==> src/rtl/iprbt_pkg.sv <==
`default_nettype none
package iprbt_pkg;

    localparam int TABLE_DEPTH = 256;
    localparam int ROW_W       = 8;
    localparam int CNT_W       = 9;
    localparam int IP_W        = 32;
    localparam int ENTRY_W     = 2 * IP_W;

    typedef enum logic [2:0] {
        OP_LOOKUP  = 3'd0,
        OP_APPEND  = 3'd1,
        OP_REPLACE = 3'd2,
        OP_REMOVE  = 3'd3,
        OP_CLEAR   = 3'd4
    } op_t;

    typedef enum logic [1:0] {
        ST_OK           = 2'd0,
        ST_BAD_WILDCARD = 2'd1,
        ST_FULL         = 2'd2,
        ST_BAD_ROW      = 2'd3
    } status_t;

    localparam logic [1:0] FAM_IPV4   = 2'd0;
    localparam logic [1:0] FAM_MAPPED = 2'd1;
    localparam logic [1:0] FAM_OTHER  = 2'd2;

    typedef enum logic [2:0] {
        S_IDLE,
        S_DECODE,
        S_LOOP,
        S_DRAIN,
        S_FINISH
    } state_t;

    typedef struct packed {
        logic load;
        logic set_status;
        logic wr_entry;
        logic count_inc;
        logic count_clr;
        logic rd_issue;
        logic count_sub;
        logic finish;
    } ctrl_cmd_t;

    typedef struct packed {
        op_t  op;
        logic err;
        logic fam_ok;
        logic rp_at_end;
    } dp_stat_t;

    function automatic logic wildcard_ok(input logic [3:0] octets);
        logic ok;
        unique case (octets)
            4'h0, 4'h1, 4'h3, 4'h7, 4'hF: ok = 1'b1;
            default:                      ok = 1'b0;
        endcase
        return ok;
    endfunction

    function automatic logic [IP_W-1:0] wildcard_mask(input logic [3:0] octets);
        logic [IP_W-1:0] mask;
        unique case (octets)
            4'h1:    mask = 32'h0000_00FF;
            4'h3:    mask = 32'h0000_FFFF;
            4'h7:    mask = 32'h00FF_FFFF;
            4'hF:    mask = 32'hFFFF_FFFF;
            default: mask = 32'h0000_0000;
        endcase
        return mask;
    endfunction

endpackage
`default_nettype wire

==> src/rtl/iprbt_ctrl.sv <==
`default_nettype none
module iprbt_ctrl (
    input  wire logic                 clk,
    input  wire logic                 rst_n,
    input  wire logic                 start,
    input  wire iprbt_pkg::dp_stat_t  stat,
    output iprbt_pkg::ctrl_cmd_t      cmd,
    output logic                      busy
);
    import iprbt_pkg::*;

    state_t state_reg;
    state_t state_next;

    always_ff @(posedge clk or negedge rst_n)
    begin
        if (!rst_n)
        begin
            state_reg <= S_IDLE;
        end
        else
        begin
            state_reg <= state_next;
        end
    end

    always_comb
    begin
        state_next = state_reg;
        cmd        = '0;
        unique case (state_reg)
            S_IDLE:
            begin
                if (start)
                begin
                    cmd.load   = 1'b1;
                    state_next = S_DECODE;
                end
            end
            S_DECODE:
            begin
                cmd.set_status = 1'b1;
                state_next     = S_FINISH;
                if (!stat.err)
                begin
                    case (stat.op)
                        OP_LOOKUP:
                        begin
                            if (stat.fam_ok)
                            begin
                                state_next = S_LOOP;
                            end
                        end
                        OP_APPEND:
                        begin
                            cmd.wr_entry  = 1'b1;
                            cmd.count_inc = 1'b1;
                        end
                        OP_REPLACE: cmd.wr_entry  = 1'b1;
                        OP_REMOVE:  state_next    = S_LOOP;
                        OP_CLEAR:   cmd.count_clr = 1'b1;
                        default:    state_next    = S_FINISH;
                    endcase
                end
            end
            S_LOOP:
            begin
                if (stat.rp_at_end)
                begin
                    state_next = S_DRAIN;
                end
                else
                begin
                    cmd.rd_issue = 1'b1;
                end
            end
            S_DRAIN:
            begin
                cmd.count_sub = (stat.op == OP_REMOVE);
                state_next    = S_FINISH;
            end
            S_FINISH:
            begin
                cmd.finish = 1'b1;
                state_next = S_IDLE;
            end
            default: state_next = S_IDLE;
        endcase
    end

    assign busy = (state_reg != S_IDLE);

endmodule
`default_nettype wire

==> config.mk <==
export PLATFORM = sky130hd
export DESIGN_NAME = iprbt_ctrl
export DESIGN_NICKNAME = d
export VERILOG_FILES = /design/src/rtl/iprbt_pkg.sv /design/src/rtl/iprbt_ctrl.sv
export SDC_FILE = /design/constraint.sdc
export NUM_CORES = 1
export LEC_CHECK = 0
export BUFFER_PORTS_ARGS = -buffer_cell sky130_fd_sc_hd__buf_4
export CORE_AREA = 10 10 47 49
export DETAILED_ROUTE_END_ITERATION = 8
export DIE_AREA = 0 0 57 59
export GPL_ROUTABILITY_DRIVEN = 1
export GPL_TIMING_DRIVEN = 0
export RECOVER_POWER = 50
export SETUP_SLACK_MARGIN = 0.15
export SYNTH_ARGS = -nofsm -noshare
export SYNTH_HDL_FRONTEND = slang
export SYNTH_SLANG_ARGS = --single-unit
==> constraint.sdc <==
create_clock -name clk -period 2.7 [get_ports clk]
set_clock_uncertainty 0.2 [all_clocks]
set_input_delay 0.27 -clock clk [delete_from_list [all_inputs] [get_ports clk]]
set_output_delay 0.27 -clock clk [all_outputs]
set_load 0.01 [all_outputs]
# After elaboration in Yosys (flattened, before gate mapping)
# Index checks and enable logic that the tools add are counted.
[totals] ff_bits=3
[classes] mux=17 n_eq_ne=10 reduce_logical=5
[ops] operator="$mux W3" n=5
[ops] operator="$eq A3 B2 Y1 const B" n=4
[ops] operator="$pmux W3 S4" n=1
[ops] operator="$mux W1" n=9
[ops] operator="$eq A3 B1 Y1 const B" n=2
[ops] operator="$eq A3 B3 Y1 const B" n=2
[ops] operator="$logic_not A3 Y1" n=2
[ops] operator="$pmux W3 S2" n=1
[ops] operator="$mux W4" n=1
[ops] operator="$ne A2 B2 Y1 const B" n=2
[ops] operator="$reduce_bool A3 Y1" n=1
[ops] operator="$reduce_and A2 Y1" n=1
[ops] operator="$reduce_or A2 Y1" n=1

# Logic depth before layout (Yosys ltp)
[depth] depth_word=5 depth_mapped=3 ltp_nobuf=3

# Worst setup path before layout
# OpenSTA, ideal clock, no wires.
[synth_path] path_type="reg-to-output" start="register state_reg[1]" end="output cmd[4] (netlist name)" t_arrival_ps=1282 slack_ps=948 stages_incl_launch_ff=4 cell_sequence="dfrtp_1 or3_1 or2_4 nor3b_2"
[synth_rtl] item="start: declaration" line_no="iprbt_ctrl.sv:12" text="state_t state_reg;"
[synth_rtl] item="start signal: assignment" line_no="iprbt_ctrl.sv:23" text="state_reg <= state_next;"
[synth_rtl] item="end: declaration" line_no="iprbt_ctrl.sv:7" text="output iprbt_pkg::ctrl_cmd_t cmd,"

==> impl_metrics.toml <==
[synth]
ys_top_cells_by_count = "nor2_1, dfrtp_1, nand2_1"
synth_edf_count = 0
synthTopCellsByArea = "dfrtp_1, nor2_1, nor3b_2"
yosysSeqAreaShare = 0.333
syn_nets = 35
yosys_register_bits = 3
syn_inst = 26
yosysMostFrequentCell = "nor2_1"
ys.warnings.count = 0
yosys_most_used_dff = "dfrtp_1"
synthArstFlopShare = 1.00
synth_top_cell_by_area = "dfrtp_1"
synth.distinct_cells = 18
synth_top_area_frac = 0.333
syn_area_per_cell_um2 = 8.66
netlist_area_um2 = 225

[power_and_ir_drop]
cellPowerDensity_mw_per_mm2 = 572
leakagePower_nw = 0.193
ir_drop_mv = 0.133

[setup_path]
path_buf_inv = 1
crit_family = "simple AND/OR/NAND/NOR gates"
reg2reg_to = "state_reg[1]"
critPathArrivalTime_ns = 1.65
crit_path_cell_trace = "or3_1 -> or2_4 -> nor3b_2 -> buf_4"
cp.required_ns = 2.23
crit_fanout = 7
critPathKind = "reg2out"
slowest_stage = "dfrtp_1"
worstReg2RegStart = "state_reg[1]"
worstRegToRegCells = 3
start_kind = "flip-flop"
slowest_delay_ns = 0.43
reg2reg_slack_ns = 1.17
cp-end-kind = "output port"

[sta]
hold_viol = 0
timing_worst_slew_pin_value_ns = 0.264
rsz0062_at_grt = "no"
fmax_mhz = 472
post-route-period-util = 0.784
min_period_ns = 2.12
tns_ns = 0
timing.slew.headroom = 0.822
slew_violations = 0
finalSetupViolCount = 0

[global_route]
grt_pass1_vias = 296
overflow = 0
globalRouteMet3Util = 0.0258
grt_max_degree = 8
globalRouteMet2Util = 0.0744
met1_usage = 0.0395
grt_usage = 0.0468
busiest_layer = "met2"
grt_pass1_wl_um = 1210
antenna_found_initial = 0

[clocking]
htree_levels = 1
numCtsBuffers = 3
clkLatencyLatePin_ns = 0.24
clock-sinks = 3
clk_path_buf_depth = 2
postCtsHoldBufs = 1
clkSlewWorstSetupHoldPaths_ns = 0.04
cts_tree = "done"
cts_setup_buffers = 0
post_cts_resized = 0
cts-root-buf = "clkbuf_4"

[layout]
final_core_util = 0.287
areaGrowthSynthToFinish_pct = 78.3
largest_reg_flops = 3
antennaDiodeCount = 0
layout-drive-gt1-share = 0.479
fin_nets = 58

[route]
wire_per_inst_um = 11.0
remaining_drc_errors = 0
dr.pass1.iters = 2
postRouteAntennaNets = 0
vias = 264
via_per_inst = 4.13
drt_iter0_drc = 5
wl_um = 701

[placement]
place_congestion = 0.659
hpwl_um = 599
io_buffers = 17

[hold_path]
min_path_type = "in2async"

[die]
die_w_um = 57
die_h_um = 59
ioPinCount = 18
start_util = 0.161
die_area_mm2 = 0.00336
design.core.area_mm2 = 0.00140
row_count = 14

[outcome]
outcome = "finished clean"

[job]
drv_cap = 0
-- layout by cell type, fill, tap and decap left out, drive strengths merged --
cell type and instances:
a21boi 1, and4b 1, buf 15, clkbuf 6, dfrtp 3, dlygate4sd3 1, inv 1, mux2i 1
nand2 2, nor2 6, nor3 1, nor3b 2, nor4b 1, o21ai 1, o21ba 1, or2 1
or2b 1, or3 2, xnor2 1
-- through the flow --
step                      cell area, um2  hold WS (ns)  worst slack (ns)  instances  power (W)
after floorplan                      225        -0.226             0.948         26   0.000107
after global placement               373        -0.141             0.829         59   0.000152
after detailed placement             373        -0.140             0.819         59   0.000153
after CTS                            409         0.154             0.551         64   0.000240
after global routing                 402         0.188             0.489         64   0.000249
final                                402         0.164             0.582         64   0.000230
-- kinds of logic after synthesis --
kind of cell	count (synthesis)	synth area share
AND/OR/NAND/NOR	17	0.467
AO/OA/AOI/OAI	3	0.100
flip-flops	3	0.333
XOR/XNOR	1	0.0389
buffers and inverters	1	0.0167
multiplexers	1	0.0444
-- metal layers --
layer  vias to the layer above  wire length [um]
met5                         -                 0
met2                         7               419
li1                        135                 -
met3                         2                61
met4                         0                23
met1                       120               197
-- final cells by class --
type | count | area (um2)
Fill cell | 166 | 1000
Sequential cell | 3 | 75.1
Timing Repair Buffer | 18 | 130
Tap cell | 16 | 20.0
Clock buffer | 4 | 26.3
Inverter | 1 | 3.75
Multi-Input combinational cell | 22 | 146
-- report_power, final --
group	internal [W]	total, W	switching (W)
registers	0.0000533	0.0000623	0.00000901
clock network	0.0000555	0.0000813	0.0000258
logic	0.0000482	0.0000860	0.0000378
total	0.000157	0.000230	0.0000726
-- worst max path at each step --
stage / slack [ns] / depth (start not counted) / from / end
floorplan: 0.95 / 3 / state_reg[1] / cmd[4]
global placement: 0.83 / 4 / state_reg[1] / cmd[4]
detailed placement: 0.82 / 4 / state_reg[1] / cmd[4]
CTS: 0.55 / 4 / state_reg[1] / cmd[4]
global route: 0.49 / 4 / state_reg[1] / cmd[4]
finish: 0.58 / 4 / state_reg[1] / cmd[4]
(Power assumes the default switching activity.)
